$ cat config.mk
export PLATFORM = sky130hd
export DESIGN_NAME = lidar_packet_decoder_top
export DESIGN_NICKNAME = d
export VERILOG_FILES = /design/src/design/lpd_pkg.sv /design/src/design/lidar_packet_decoder_top.sv
export VERILOG_INCLUDE_DIRS = /design/src /design/src/design
export SDC_FILE = /design/constraint.sdc
export NUM_CORES = 1
export LEC_CHECK = 0
export CELL_PAD_IN_SITES_DETAIL_PLACEMENT = 1
export CELL_PAD_IN_SITES_GLOBAL_PLACEMENT = 1
export CORE_ASPECT_RATIO = 1.75
export CORE_MARGIN = 4
export CORE_UTILIZATION = 47
export DETAILED_ROUTE_END_ITERATION = 10
export DONT_BUFFER_PORTS = 1
export PLACE_DENSITY = 0.8
export SLEW_MARGIN = 20
export SYNTH_ARGS = -nofsm -noshare
export SYNTH_HDL_FRONTEND = slang
export SYNTH_SLANG_ARGS = --single-unit
$ cat constraint.sdc
create_clock -name i_clk -period 12.95 [get_ports i_clk]
set_input_delay 2.59 -clock i_clk [delete_from_list [all_inputs] [get_ports i_clk]]
set_output_delay 2.59 -clock i_clk [all_outputs]
set_load 0.01 [all_outputs]
$ cat src/design/lidar_packet_decoder_top_defines.svh
// Assertion macros shared by the rangefinder packet decoder.
`ifndef LIDAR_PACKET_DECODER_TOP_DEFINES_SVH
`define LIDAR_PACKET_DECODER_TOP_DEFINES_SVH
// Implication checked on every clock edge outside reset.
`define LPD_ASSERT_IMP(label, clk, rst_n, lhs, rhs, msg) \
    label: assert property (@(posedge clk) disable iff (!rst_n) (lhs) |-> (rhs)) \
        else $error(msg);
// Implication with the consequent checked in the next cycle.
`define LPD_ASSERT_NEXT(label, clk, rst_n, lhs, rhs, msg) \
    label: assert property (@(posedge clk) disable iff (!rst_n) (lhs) |=> (rhs)) \
        else $error(msg);
`endif

$ cat src/design/lpd_pkg.sv
// Types and constants of the rangefinder packet decoder.
package lpd_pkg;
    localparam int MaxSamples = 255;
    localparam logic [7:0] HdrSync   = 8'hA5;
    localparam logic [7:0] HdrNormal = 8'h5A;
    localparam logic [7:0] HdrStart  = 8'h6A;
    localparam logic [17:0] CompNum  = 18'd134369;
    localparam logic [16:0] TurnDone = 17'd35900;

    typedef enum logic [1:0] {
        REG_RES = 2'd0,
        REG_PTS = 2'd1,
        REG_CNT = 2'd2
    } t_reg_idx;

    typedef enum logic [1:0] {
        EV_SAMPLE   = 2'd0,
        EV_BAD_HDR  = 2'd1,
        EV_MISMATCH = 2'd2
    } t_event;

    typedef enum logic [1:0] {
        PH_HUNT1  = 2'd0,
        PH_HUNT2  = 2'd1,
        PH_LOCKED = 2'd2
    } t_phase;

    typedef enum logic [2:0] {
        ST_IDLE = 3'd0,
        ST_DIV1 = 3'd1,
        ST_DIV2 = 3'd2,
        ST_MOD  = 3'd3,
        ST_OUT  = 3'd4
    } t_state;
endpackage

$ cat src/design/lidar_packet_decoder_top.sv
// Rangefinder serial packet decoder: sync hunt, header checks, sample decode.
// Header bytes are absorbed one per accepted beat. The third byte of a sample
// starts a sequence on one shared restoring divider: first the range
// compensation quotient, then the angle over the resolution (rounded from
// the remainder), then the signed beam slot modulo the beam count. The end
// of the modulo step loads the output register and the output state then
// raises valid. Fault events are presented the cycle after
// the packet's last beat. Input is not ready while the divider runs or while
// a sample or event waits in the output register.
`include "lidar_packet_decoder_top_defines.svh"
module lidar_packet_decoder_top (
    input  logic        i_clk,
    input  logic        i_rst_n,
    input  logic        s_axis_tvalid,
    output logic        s_axis_tready,
    input  logic [7:0]  s_axis_tdata,   // [7:0] serial_byte
    output logic        m_axis_tvalid,
    input  logic        m_axis_tready,
    output logic [47:0] m_axis_tdata,   // [1:0] event_res, [17:2] beam_index,
                                        // [25:18] intensity, [41:26] range_mm,
                                        // [42] scan_start, [43] scan_complete, pad
    output logic        m_axis_tlast,   // last_of_packet
    input  logic        i_cfg_valid,
    output logic        o_cfg_ready,
    input  logic [1:0]  i_cfg_index,
    input  logic [15:0] i_cfg_data
);
    import lpd_pkg::*;

    logic [6:0]  r_res;
    logic [7:0]  r_pts;
    logic [15:0] r_cnt;
    t_phase      r_phase;
    logic [9:0]  r_pos;
    logic [1:0]  r_k;
    logic [16:0] r_angle;
    logic [7:0]  r_sample;
    logic [7:0]  r_hint, r_hrh;
    logic [1:0]  r_fault;
    logic        r_start;
    t_state      r_state, n_state;

    // divider registers
    logic [18:0] r_rem;
    logic [17:0] r_quo;
    logic [17:0] r_dvs;
    logic [4:0]  r_cyc;
    logic        r_neg;
    logic [15:0] r_range;
    logic [7:0]  r_oint;
    logic        r_ostart, r_ocomp, r_olast;

    logic        r_ovalid;
    logic [1:0]  r_oev;
    logic [15:0] r_obeam;

    assign o_cfg_ready = 1'b1;
    assign s_axis_tready = (r_state == ST_IDLE) && !r_ovalid;
    assign m_axis_tvalid = r_ovalid;
    assign m_axis_tlast  = r_olast;
    assign m_axis_tdata  = {4'd0, r_ocomp, r_ostart, r_range, r_oint, r_obeam, r_oev};

    logic        acc;
    logic [7:0]  b;
    logic [7:0]  pts_c;
    logic [9:0]  last_pos;
    logic        is_end;
    logic [1:0]  k;
    logic [16:0] ang_next;
    assign acc = s_axis_tvalid && s_axis_tready;
    assign b = s_axis_tdata;
    assign pts_c = r_pts;   // width 8 already limits to MaxSamples
    assign last_pos = 10'd5 + 10'd3 * {2'd0, pts_c};
    assign is_end = (r_pos >= 10'd5) && (r_pos >= last_pos);
    assign k = r_k;
    assign ang_next = r_angle + {10'd0, r_res};

    // one restoring division step
    logic [18:0] trial;
    assign trial = {r_rem[17:0], r_quo[17]} - {1'b0, r_dvs};

    always_comb begin
        n_state = r_state;
        unique case (r_state)
            ST_IDLE: if (acc && r_phase == PH_LOCKED && r_pos >= 10'd6 && k == 2'd2
                         && r_fault == 2'd0) n_state = ST_DIV1;
            ST_DIV1: if (r_cyc == 5'd17) n_state = ST_DIV2;
            ST_DIV2: if (r_cyc == 5'd17) n_state = ST_MOD;
            ST_MOD:  if (r_cyc == 5'd17) n_state = ST_OUT;
            ST_OUT:  n_state = ST_IDLE;
            default: n_state = ST_IDLE;
        endcase
    end

    always_ff @(posedge i_clk) begin
        if (!i_rst_n) begin
            r_res <= 7'd25; r_pts <= 8'd60; r_cnt <= 16'd1440;
            r_phase <= PH_HUNT1; r_pos <= '0; r_k <= '0; r_angle <= '0; r_sample <= '0;
            r_hint <= '0; r_hrh <= '0; r_fault <= '0; r_start <= 1'b0;
            r_state <= ST_IDLE; r_ovalid <= 1'b0;
        end else begin
            r_state <= n_state;
            if (r_ovalid && m_axis_tready) r_ovalid <= 1'b0;
            if (i_cfg_valid) begin
                unique case (t_reg_idx'(i_cfg_index))
                    REG_RES: r_res <= i_cfg_data[6:0];
                    REG_PTS: r_pts <= i_cfg_data[7:0];
                    REG_CNT: r_cnt <= i_cfg_data;
                    default: ;
                endcase
            end
            if (acc) begin
                priority if (r_phase == PH_HUNT1) begin
                    if (b == HdrSync) r_phase <= PH_HUNT2;
                end else if (r_phase == PH_HUNT2) begin
                    if (b == HdrNormal || b == HdrStart) begin
                        r_phase <= PH_LOCKED; r_pos <= 10'd2; r_fault <= '0;
                        r_sample <= '0; r_start <= (b == HdrStart);
                    end else r_phase <= PH_HUNT1;
                end else begin
                    logic [1:0] f;
                    f = r_fault;
                    unique case (r_pos)
                        10'd0: begin
                            f = (b != HdrSync) ? EV_BAD_HDR : 2'd0;
                            r_start <= 1'b0; r_sample <= '0;
                        end
                        10'd1: begin
                            if (b == HdrStart) r_start <= 1'b1;
                            else if (b != HdrNormal && f == 2'd0) f = EV_BAD_HDR;
                        end
                        10'd2: if (!b[7] && f == 2'd0) f = EV_MISMATCH;
                        10'd3: ;
                        10'd4: begin
                            if (b[7:1] != r_res && f == 2'd0) f = EV_MISMATCH;
                            r_angle <= {16'd0, b[0]};
                        end
                        10'd5: begin
                            r_angle <= 17'({r_angle[0], b} * 17'd100);
                            r_k <= 2'd0;
                        end
                        default: begin
                            r_k <= (r_k == 2'd2) ? 2'd0 : r_k + 2'd1;
                            if (k == 2'd0) r_hint <= b;
                            else if (k == 2'd1) r_hrh <= b;
                            else if (f == 2'd0) begin
                                // launch the compensation divide
                                r_range <= {r_hrh, b};
                                r_oint <= r_hint;
                                r_olast <= (r_pos >= last_pos);
                                r_rem <= '0;
                                r_quo <= CompNum + {3'd0, r_hrh, b[7:1]};
                                r_dvs <= {2'd0, r_hrh, b};
                                r_cyc <= '0;
                            end
                        end
                    endcase
                    r_fault <= f;
                    if (is_end) begin
                        if (f != 2'd0) begin
                            r_ovalid <= 1'b1; r_oev <= f; r_obeam <= '0;
                            r_range <= '0; r_oint <= '0; r_ostart <= 1'b0;
                            r_ocomp <= 1'b0; r_olast <= 1'b0; r_phase <= PH_HUNT1;
                        end
                        r_pos <= '0; r_fault <= '0;
                    end else r_pos <= r_pos + 10'd1;
                end
            end
            unique case (r_state)
                ST_DIV1, ST_DIV2, ST_MOD: begin
                    if (trial[18]) begin
                        r_rem <= {r_rem[17:0], r_quo[17]};
                        r_quo <= {r_quo[16:0], 1'b0};
                    end else begin
                        r_rem <= trial;
                        r_quo <= {r_quo[16:0], 1'b1};
                    end
                    r_cyc <= r_cyc + 5'd1;
                end
                default: ;
            endcase
            if (r_state == ST_DIV1 && r_cyc == 5'd17) begin
                logic [17:0] off;
                logic signed [19:0] ca;
                logic [18:0] mg;
                off = (r_range == 16'd0) ? 18'd0
                    : (trial[18] ? {r_quo[16:0], 1'b0} : {r_quo[16:0], 1'b1});
                ca = $signed({3'd0, r_angle}) - $signed({2'd0, off});
                mg = ca[19] ? 19'(-ca) : ca[18:0];
                r_neg <= ca[19];
                r_rem <= '0; r_cyc <= '0;
                r_quo <= mg[17:0];
                r_dvs <= {11'd0, r_res};
            end
            if (r_state == ST_DIV2 && r_cyc == 5'd17) begin
                logic [17:0] q;
                logic [17:0] rm;
                logic        up;
                logic signed [19:0] qs;
                logic signed [19:0] sl;
                // round half away from zero from the remainder
                rm = trial[18] ? {r_rem[16:0], r_quo[17]} : trial[17:0];
                up = ({rm, 1'b0} >= {12'd0, r_res});
                q = (r_res == 7'd0) ? 18'd0
                  : (trial[18] ? {r_quo[16:0], 1'b0} : {r_quo[16:0], 1'b1}) + {17'd0, up};
                qs = r_neg ? -$signed({2'd0, q}) : $signed({2'd0, q});
                sl = (qs < 0) ? -qs : $signed({4'd0, r_cnt}) - qs;
                r_neg <= sl[19];
                r_rem <= '0; r_cyc <= '0;
                r_quo <= sl[19] ? 18'(-sl) : sl[17:0];
                r_dvs <= {2'd0, r_cnt};
            end
            if (r_state == ST_MOD && n_state == ST_OUT) begin
                logic [17:0] rmd;
                rmd = trial[18] ? {r_rem[16:0], r_quo[17]} : trial[17:0];
                if (r_cnt == 16'd0) r_obeam <= 16'd0;
                else if (r_neg && rmd != 18'd0) r_obeam <= r_cnt - rmd[15:0];
                else r_obeam <= rmd[15:0];
                r_oev <= EV_SAMPLE;
                r_ostart <= r_start; r_start <= 1'b0;
                r_angle <= ang_next;
                r_ocomp <= r_olast && (ang_next >= TurnDone);
                if (r_sample != 8'd255) r_sample <= r_sample + 8'd1;
            end
            if (r_state == ST_OUT) r_ovalid <= 1'b1;
        end
    end

    `LPD_ASSERT_IMP(a_busy_not_ready, i_clk, i_rst_n, r_state != ST_IDLE, !s_axis_tready, "ready while busy")
    `LPD_ASSERT_NEXT(a_out_valid, i_clk, i_rst_n, r_state == ST_OUT, m_axis_tvalid, "result lost")
    `LPD_ASSERT_IMP(a_fault_code, i_clk, i_rst_n, m_axis_tvalid && m_axis_tdata[1:0] != EV_SAMPLE, !m_axis_tlast, "fault with tlast")
endmodule

# Word level (Yosys, flattened, before mapping)

Cells that the tools add are included.

Flip-flop bits (word level): 190
Bits of input ports: 31
Output and inout bits: 52

Add/subtract/negate cells: 15
$mul: 2
Order comparisons: 6
Equal/unequal tests: 38
Muxes and demuxes: 129
Bitwise gates (word level): 6
Reductions and logical operators: 62

Operators by type and width:

| cell                                                                                  | count |
|---|---|
| 18-bit 2-to-1 mux                                                                     | 31 |
| 16-bit 2-to-1 mux                                                                     | 16 |
| 17-bit 2-to-1 mux                                                                     | 4 |
| 8-bit 2-to-1 mux                                                                      | 6 |
| 2-bit 2-to-1 mux                                                                      | 23 |
| 20-bit 2-to-1 mux                                                                     | 2 |
| 5-bit 2-to-1 mux                                                                      | 8 |
| 18-bit negator                                                                        | 2 |
| 17-bit one-hot mux with 2 select lines                                                | 1 |
| 16-bit zero test                                                                      | 2 |
| 10-bit 2-to-1 mux                                                                     | 3 |
| 1-bit 2-to-1 mux                                                                      | 27 |
| 10-bit by 2-bit equality test with 1-bit output (second input constant)               | 2 |
| 10-bit by 3-bit equality test with 1-bit output (second input constant)               | 2 |
| 10-bit by 3-bit greater-or-equal comparator with 1-bit output (second input constant) | 2 |
| 20-bit by 1-bit less-than comparator with 1-bit output (second input constant)        | 1 |
| 4-bit by 1-bit inequality test with 1-bit output (second input constant)              | 5 |
| 18-bit negator with 20-bit output                                                     | 1 |
| 20-bit negator                                                                        | 1 |
| 17-bit by 20-bit subtractor with 20-bit output                                        | 1 |
| 19-bit by 7-bit greater-or-equal comparator with 1-bit output                         | 1 |
| 17-bit by 18-bit subtractor with 19-bit output                                        | 1 |
| 19-bit by 18-bit subtractor with 19-bit output                                        | 1 |
| 18-bit by 1-bit adder with 18-bit output                                              | 1 |
| 53 further kinds                                                                      | 114 |

# Logic depth before layout (Yosys ltp)

Gate-level depths: netlist of run 1.

Depth in word-level cells: 16
Depth in mapped cells: 49

# Worst setup path before layout of run 1

No wires, ideal clock.

Path kind: register to register
From: reg r_quo[17]
To: reg r_quo[13], data pin
Setup time: 0.270 ns
Data arrival time: 8.736 ns
Setup slack: 3.944 ns
Cell stages (with the launch flop): 47
Path buffers: 4
Path through: edfxtp_1 -> inv_1 -> ha_1 -> inv_1 -> fa_1 -> a21o_1 -> a21oi_1 -> o21a_1 -> nor3_1 -> nor2_1 -> o31ai_1 -> o31ai_1 -> nand2_2 -> inv_2 -> buf_2 -> buf_1 -> mux2i_1 -> inv_1 -> (+11 left out) -> o21ai_0 -> a22oi_1 -> ha_1 -> a21oi_1 -> nor3b_1 -> a311o_1 -> nand2_1 -> a21oi_1 -> nand3_1 -> o211ai_1 -> a31oi_1 -> and4_1 -> or2_1 -> buf_2 -> buf_4 -> a21oi_1 -> xor2_1 -> a21oi_1

Cells in the longest elaborated chain, start to end: 12

Ends and longest elaborated chain:

| element                                                                | RTL line                        | RTL |
|---|---|---|
| start: declaration                                                     | lidar_packet_decoder_top.sv:45  | `logic [17:0] r_quo;` |
| start signal: assignment                                               | lidar_packet_decoder_top.sv:152 | `r_quo <= CompNum + {3'd0, r_hrh, b[7:1]};` |
| start signal: assignment                                               | lidar_packet_decoder_top.sv:173 | `r_quo <= {r_quo[16:0], 1'b0};` |
| start signal: assignment                                               | lidar_packet_decoder_top.sv:176 | `r_quo <= {r_quo[16:0], 1'b1};` |
| 19-bit by 18-bit subtractor with 19-bit output                         | lidar_packet_decoder_top.sv:80  | `assign trial = {r_rem[17:0], r_quo[17]} - {1'b0, r_dvs};` |
| 18-bit 2-to-1 mux                                                      | lidar_packet_decoder_top.sv:202 | `rm = trial[18] ? {r_rem[16:0], r_quo[17]} : trial[17:0];` |
| 19-bit by 7-bit greater-or-equal comparator with 1-bit output          | lidar_packet_decoder_top.sv:203 | `up = ({rm, 1'b0} >= {12'd0, r_res});` |
| 18-bit by 1-bit adder with 18-bit output                               | lidar_packet_decoder_top.sv:205 | `: (trial[18] ? {r_quo[16:0], 1'b0} : {r_quo[16:0], 1'b1}) + {17'd0, up};` |
| 18-bit 2-to-1 mux                                                      | lidar_packet_decoder_top.sv:204 | `q = (r_res == 7'd0) ? 18'd0` |
| 18-bit negator with 20-bit output                                      | lidar_packet_decoder_top.sv:206 | `qs = r_neg ? -$signed({2'd0, q}) : $signed({2'd0, q});` |
| 20-bit 2-to-1 mux                                                      | lidar_packet_decoder_top.sv:206 |  |
| 17-bit by 20-bit subtractor with 20-bit output (tied with other cells) | lidar_packet_decoder_top.sv:207 | `sl = (qs < 0) ? -qs : $signed({4'd0, r_cnt}) - qs;` |
| 20-bit 2-to-1 mux                                                      | lidar_packet_decoder_top.sv:207 |  |
| 18-bit negator                                                         | lidar_packet_decoder_top.sv:210 | `r_quo <= sl[19] ? 18'(-sl) : sl[17:0];` |
| 18-bit 2-to-1 mux                                                      | lidar_packet_decoder_top.sv:210 |  |
| 18-bit 2-to-1 mux *                                                    | lidar_packet_decoder_top.sv:195 | `if (r_state == ST_DIV2 && r_cyc == 5'd17) begin` |

Every way passes the cells marked *; elsewhere a longest branch is shown, timed or not.
A chain may end at the register's enable or synchronous reset.

# Worst setup path in the final report of run 1

From: reg r_quo[17]
To: reg r_quo[17], data pin

Same word-level chain as after synthesis.

==> summary.txt, run 1 <==
Run status
  • Status: complete, no violations

Clock tree
  • CTS tree: done
  • Clock slew at reported path FFs: 80 ps
  • Num CTS Buffers: 17
  • Worst skew pair latency: 470 ps
  • Max Root-Sink Buffers: 2
  • # H-tree levels: 4
  • Root Driver: clkbuf_16
  • CTS Hold Bufs: 0
  • Total clock sinks: 188
  • Number of setup buffers added after CTS: 0
  • Post_cts resized: 0

Setup path
  • Worst-path maximum fanout: 15
  • Slowest CP cell: o21ai_0
  • FF-to-FF End: r_quo[17]
  • Max incr delay on CP: 610 ps
  • R2R Path Start: r_quo[17]
  • Critical path class: reg -> reg
  • Crit. End Element: register
  • Launch point of the critical path: r_quo[17]
  • CP endpoint: r_quo[17]
  • FF-to-FF setup slack: 2010 ps
  • CP required: 13100 ps
  • Startpoint Class: register
  • Worst reg2reg path depth: 44
  • Critical Path AT: 11090 ps

Route
  • WL/cell: 23.5 um
  • Via/cell ratio: 6.23
  • Antenna viol nets, final: 0
  • 1st-pass router iterations: 5
  • Vias: 15518
  • Final WL: 58500 um
  • 1st-iter DRT viols: 787
  • Drc violations: 0

STA
  • Slew Limit Fails: 0
  • Final setup viols: 0
  • Worst Skew: 17.8 ps
  • RSZ-0062 raised after global routing: false
  • Min Hold Slack: 488 ps
  • Min Tclk post-route: 10940 ps
  • Setup total negative slack: 0 ps
  • Slew headroom: 21.5%
  • Slew of the pin with the lowest slew margin: 1170 ps
  • Fmax: 91.4 MHz
  • Final Hold Viols: 0
  • Final Cycle Share: 84.5%
  • Fin worst setup slack: 2010 ps

Synth
  • Synth warn: 0
  • Post-synth ARST share: 0%
  • Synth area leaders: edfxtp_1 18%, ha_1 11%, dfxtp_1 10%
  • Top-count cell post-synth: nand2_1
  • Avg Cell Area, Syn: 8.22 um^2
  • Compound-Gate Fraction of Synth Area: 20.5%
  • Cell Area, Synth: 0.0169 mm^2
  • Sequential area share after synthesis: 28.4%
  • Adder-cell share of the synthesized area: 12.7%
  • Top cell type's share of synthesized area: 18.3%
  • Main synth FF type: edfxtp_1
  • Cell variety after synth: 108
  • Leading area contributor after synthesis: edfxtp_1
  • Yosys reg bits: 188
  • Mux cell area share after synthesis: 1.84%
  • Post-Synthesis Cells: 2056
  • XOR/XNOR share of the synthesized area: 9.50%
  • Post-synth EDFFs: 103
  • Simple logic cell fraction of the synthesized area: 22.0%
  • Commonest cells post-synth: 264 x nand2_1, 197 x nor2_1, 189 x a21oi_1
  • Largest family of logic cells by synthesized area: simple AND/OR/NAND/NOR gates

Place
  • Port Buffer Count: 0
  • Dpl cell area: 0.0173 mm^2
  • Placed cells: 2457
  • GP Congestion: 0.938
  • Setup WS pre-CTS: 2280 ps
  • Detailed Place HPWL: 46200 um

Finish
  • Register area: 0.00479 mm^2
  • Nets: 2207
  • Share of layout cells above drive strength 1: 6.77%
  • Antenna cells: 0
  • Post-route non-filler standard cell count: 2490
  • Final instance area: 0.0179 mm^2
  • Area of the multi-input gates: 0.0113 mm^2
  • Fillcell total: 4281
  • Area delta synth->final: 5.83%

Min path
  • Hold path depth: 2
  • Critical hold path startpoint: k[1]
  • Worst min-delay path category: reg -> reg

GRT
  • Tot GR Track Use: 30.2%
  • First-pass GRT wire length: 91600 um
  • Largest net degree at the start of global routing: 67
  • Vias in the first global route: 16599
  • GR Overflow Total: 0
  • Initial antenna violation count: 0

Power
  • PwrDens: 74.2 mW/mm^2
  • Maximum VDD drop: 0.105 mV
  • Leak: 0.00736 uW

Die
  • Die H: 259 um
  • Initial Util: 47.7%
  • Die X: 151 um
  • FP Rows: 91
  • I/O pin count: 83
  • Total core area: 0.0354 mm^2
  • Total Die Area: 0.0392 mm^2

Job
  • MaxCap Viol Count: 0
[critical path: cells and delay by family (launching register included)]
kind | cells | cell delay, ps
adder cells (fa/ha/maj) | 6 | 1880
XOR/XNOR | 1 | 160
AO/OA/AOI/OAI | 22 | 5300
flip-flops | 1 | 420
AND/OR/NAND/NOR | 13 | 2680
buffers and inverters | 2 | 140
[per-stage QoR]
step	util (%)	power, uW
6_report	50.5	1330
5_1_grt	50.5	1370
4_1_cts	50.5	1330
3_5_place_dp	48.8	792
3_3_place_gp	48.8	784
2_1_floorplan	-	753
[how the worst min path moves through the flow]
stage          endpoint  slack (ps)
2_1_floorplan      k[1]         450
3_3_place_gp   pts_c[1]         470
3_5_place_dp   pts_c[1]         480
4_1_cts        pts_c[1]         490
5_1_grt        pts_c[1]         530
6_report           k[1]         490
[area by class of cell]
type                       instances  share of cell area [%]
multi-input combinational       1664                    63.2
tap                              465                    3.25
inverter                         118                    2.48
timing repair buffer              23                   0.986
clock inverter                    15                   0.958
clock buffer                      17                    2.38
sequential                       188                    26.8
[cell families after synthesis]
| group | Yosys count |
|---|---|
| and+or+nand+nor | 767 |
| AOI/OAI and AO/OA | 522 |
| buffers and inverters | 207 |
| DFF | 188 |
| xor gates and xnor gates | 176 |
| adders and majority gates | 166 |
| muxes | 28 |
| other | 2 |
[registers in the layout, summed over array words and instances, names as in the netlist, 3 cells and up]
| name | count |
|---|---|
| r_quo | 18 |
| pts_c | 8 |
| r_cnt | 16 |
| r_pos | 10 |
| r_cyc | 5 |
| r_hrh | 8 |
| r_obeam | 16 |
| r_oint | 8 |
| r_rem | 18 |
| r_state | 3 |
| r_angle | 17 |
| r_hint | 8 |
| r_range | 16 |
| r_dvs | 16 |
| r_res | 7 |
[layer usage]
metal	track usage [%]	share of wire (%)
met5	0	0
met4	20.4	7.6
met3	4.10	4.2
met2	54.6	52
met1	31.7	36
[cell usage in the layout, fill, tap and decap left out, types with 18 or more instances in the layout]
master,count
edfxtp_1,103
nor2b_1,22
inv_1,116
xor2_1,64
xnor2_1,105
nand2_1,264
a211oi_1,19
nor3_1,45
nand3_1,54
dfxtp_1,85
a22oi_1,18
nand4_1,19
ha_1,154
buf_4,22
o21a_1,24
a21o_1,39
nor2_1,196
o21ai_0,77
and3_1,26
nor4_1,20
a21oi_1,188
[power by group]
group	leakage [uW]	total (uW)	switching (uW)	internal (uW)
registers	0.00154	636	9.78	626
logic	0.00552	143	83.8	59.7
clock network	0.000294	549	288	261
Note: power is estimated with default switching activity, not from simulation.
==> inputs of run 2 (changes only) <==
ABC_AREA = 1   (was unset)
CORE_UTILIZATION = 43   (was 47)
clock period = 9.3 ns   (was 12.95 ns; I/O delays follow)
==> run 2 against run 1 <==
Net effect: critical path depth increased by 9; hold slack got worse by 9.4 ps; critical endpoint unchanged; core utilization decreased by 4.0 points; highest routed layer unchanged; sequential share of layout area about the same.
==> summary.txt, run 2 <==
Synth
  • Top-count cell post-synth: nand2_1
  • Synth area leaders: edfxtp_1 18%, ha_1 12%, nand2_1 11%
  • Avg Cell Area, Syn: 6.97 um^2
  • Synth warn: 0
  • Post-synth ARST share: 0%
  • Post-Synthesis Cells: 2398
  • Post-synth EDFFs: 103
  • Sequential area share after synthesis: 28.7%
  • Cell Area, Synth: 0.0167 mm^2
  • Yosys reg bits: 188
  • Leading area contributor after synthesis: edfxtp_1
  • Main synth FF type: edfxtp_1
  • Cell variety after synth: 61
  • Top cell type's share of synthesized area: 18.5%
  • Commonest cells post-synth: 504 x nand2_1, 356 x inv_1, 238 x nor2_1

Die
  • FP Rows: 95
  • I/O pin count: 83
  • Total core area: 0.0384 mm^2
  • Total Die Area: 0.0422 mm^2
  • Initial Util: 43.6%
  • Die H: 269 um
  • Die X: 157 um

STA
  • Min Hold Slack: 479 ps
  • Final Hold Viols: 0
  • Final setup viols: 0
  • Worst Skew: 26.1 ps
  • Min Tclk post-route: 8600 ps
  • Fin worst setup slack: 705 ps
  • Slew headroom: 29.5%
  • Fmax: 116 MHz
  • Final Cycle Share: 92.4%
  • Slew Limit Fails: 0
  • Setup total negative slack: 0 ps
  • Slew of the pin with the lowest slew margin: 1050 ps

Route
  • WL/cell: 20.4 um
  • Antenna viol nets, final: 0
  • Vias: 16400
  • Drc violations: 0
  • Final WL: 58600 um
  • Via/cell ratio: 5.70
  • 1st-iter DRT viols: 571
  • 1st-pass router iterations: 5

Finish
  • Area delta synth->final: 6.89%
  • Final instance area: 0.0179 mm^2
  • Core Util, Final: 46.6%
  • Share of layout cells above drive strength 1: 5.53%
  • Area of the multi-input gates: 0.0103 mm^2
  • Nets: 2570
  • Register area: 0.00479 mm^2
  • Commonest non-fill, non-tap cell in the layout: nand2_1
  • Most frequent cells in the layout: 502 x nand2_1, 355 x inv_1, 237 x nor2_1
  • Largest regs: r_quo x18, r_rem x18, r_angle x17
  • Fillcell total: 4986

Setup path
  • FF-to-FF setup slack: 700 ps
  • Crit-path most repeated cell: nand2_1
  • Critical path class: reg -> reg
  • Startpoint Class: register
  • Critical Path AT: 8780 ps
  • CP required: 9490 ps
  • Slowest CP cell: a2111oi_1
  • Worst-path maximum fanout: 9
  • Max incr delay on CP: 480 ps
  • Crit. End Element: register

Place
  • Setup WS pre-CTS: 396 ps
  • GP Congestion: 0.916
  • Dpl cell area: 0.0172 mm^2
  • Detailed Place HPWL: 47400 um
  • Port Buffer Count: 0

Job
  • MaxCap Viol Count: 0

GRT
  • GR Overflow Total: 0
  • Vias in the first global route: 17576
  • Largest net degree at the start of global routing: 55
  • First-pass GRT wire length: 91700 um
  • Tot GR Track Use: 27.6%
  • Initial antenna violation count: 1

Clock tree
  • Total clock sinks: 188
  • Root Driver: clkbuf_16
  • Num CTS Buffers: 17
  • Clock slew at reported path FFs: 90 ps
  • CTS tree: done
  • Max Root-Sink Buffers: 2
  • # H-tree levels: 4
  • CTS Hold Bufs: 0
  • Worst skew pair latency: 470 ps
  • Number of setup buffers added after CTS: 0

Power
  • Maximum VDD drop: 0.135 mV
  • PwrDens: 108 mW/mm^2
  • Leak: 0.00846 uW

Min path
  • Worst min-delay path category: reg -> reg

Run status
  • Status: complete, no violations
==> run 2: cell count changes after synthesis, moves of 25 or more <==
cell,previous run,this run
inv_1,117,356
xnor2_1,105,26
nor2_1,197,238
nand2_1,264,504
nand3_1,55,160
a21o_1,39,6
and3_1,26,1
o21ai_0,77,143
==> run 2: worst max-delay path: cells and delay by family, from the launching register on <==
kind / cells / cell delay (ps)
flops: 1 / 370
buf+inv: 7 / 710
fa+ha+maj: 7 / 2130
compound gates: 7 / 1590
simple gates: 32 / 3490
==> run 2: layout make-up <==
cell class                 instances  area share, %
timing repair buffer              21          0.882
antenna                            2         0.0280
clock buffer                      17           2.38
clock inverter                    15           1.29
tap                              485           3.39
sequential                       188           26.8
multi-input combinational       1780           57.5
inverter                         367           7.72
==> run 2: logic make-up (layout without fill, tap and decap cells) <==
logic type	count (synthesis)	after routing	synth area share (%)
other	2	7	0.0449
buffers and inverters	433	420	10.2
adders and majority gates	164	164	12.7
xor gates and xnor gates	103	103	5.48
and+or+nand+nor	1046	1046	27.1
AOI/OAI and AO/OA	462	462	15.8
DFF	188	188	28.7
==> run 2: timing repair <==
action                     4_1_cts  5_1_grt
hold endpoints to repair         0        0
setup endpoints to repair        0       18
resized for setup                0       11
==> run 2: final timing paths <==
path	start	end	cells past startpoint
setup / recovery	r_quo[17]	r_quo[17]	53
hold / removal	r_phase[0]	r_phase[0]	2
setup reg to reg	r_quo[17]	r_quo[17]	53
hold reg to reg	r_phase[0]	r_phase[0]	2
==> run 2: report_power, final <==
part           switching [uW]  internal [uW]  total (uW)
sequential               14.4            875         889
combinational             134           83.0         217
clock                     435            385         820
==> run 2: routing by layer <==
layer  part of all wire [%]  GRT usage, %
met5                      0             0
met4                    6.7          16.0
met3                    3.6          3.15
met2                     55          54.3
met1                     35          27.2
==> run 2: per-stage QoR <==
step           instances  total power [uW]
2_1_floorplan       2401              1060
6_report            2875              1930
3_5_place_dp        2841              1120
4_1_cts             2873              1940
3_3_place_gp        2841              1110
5_1_grt             2874              1990
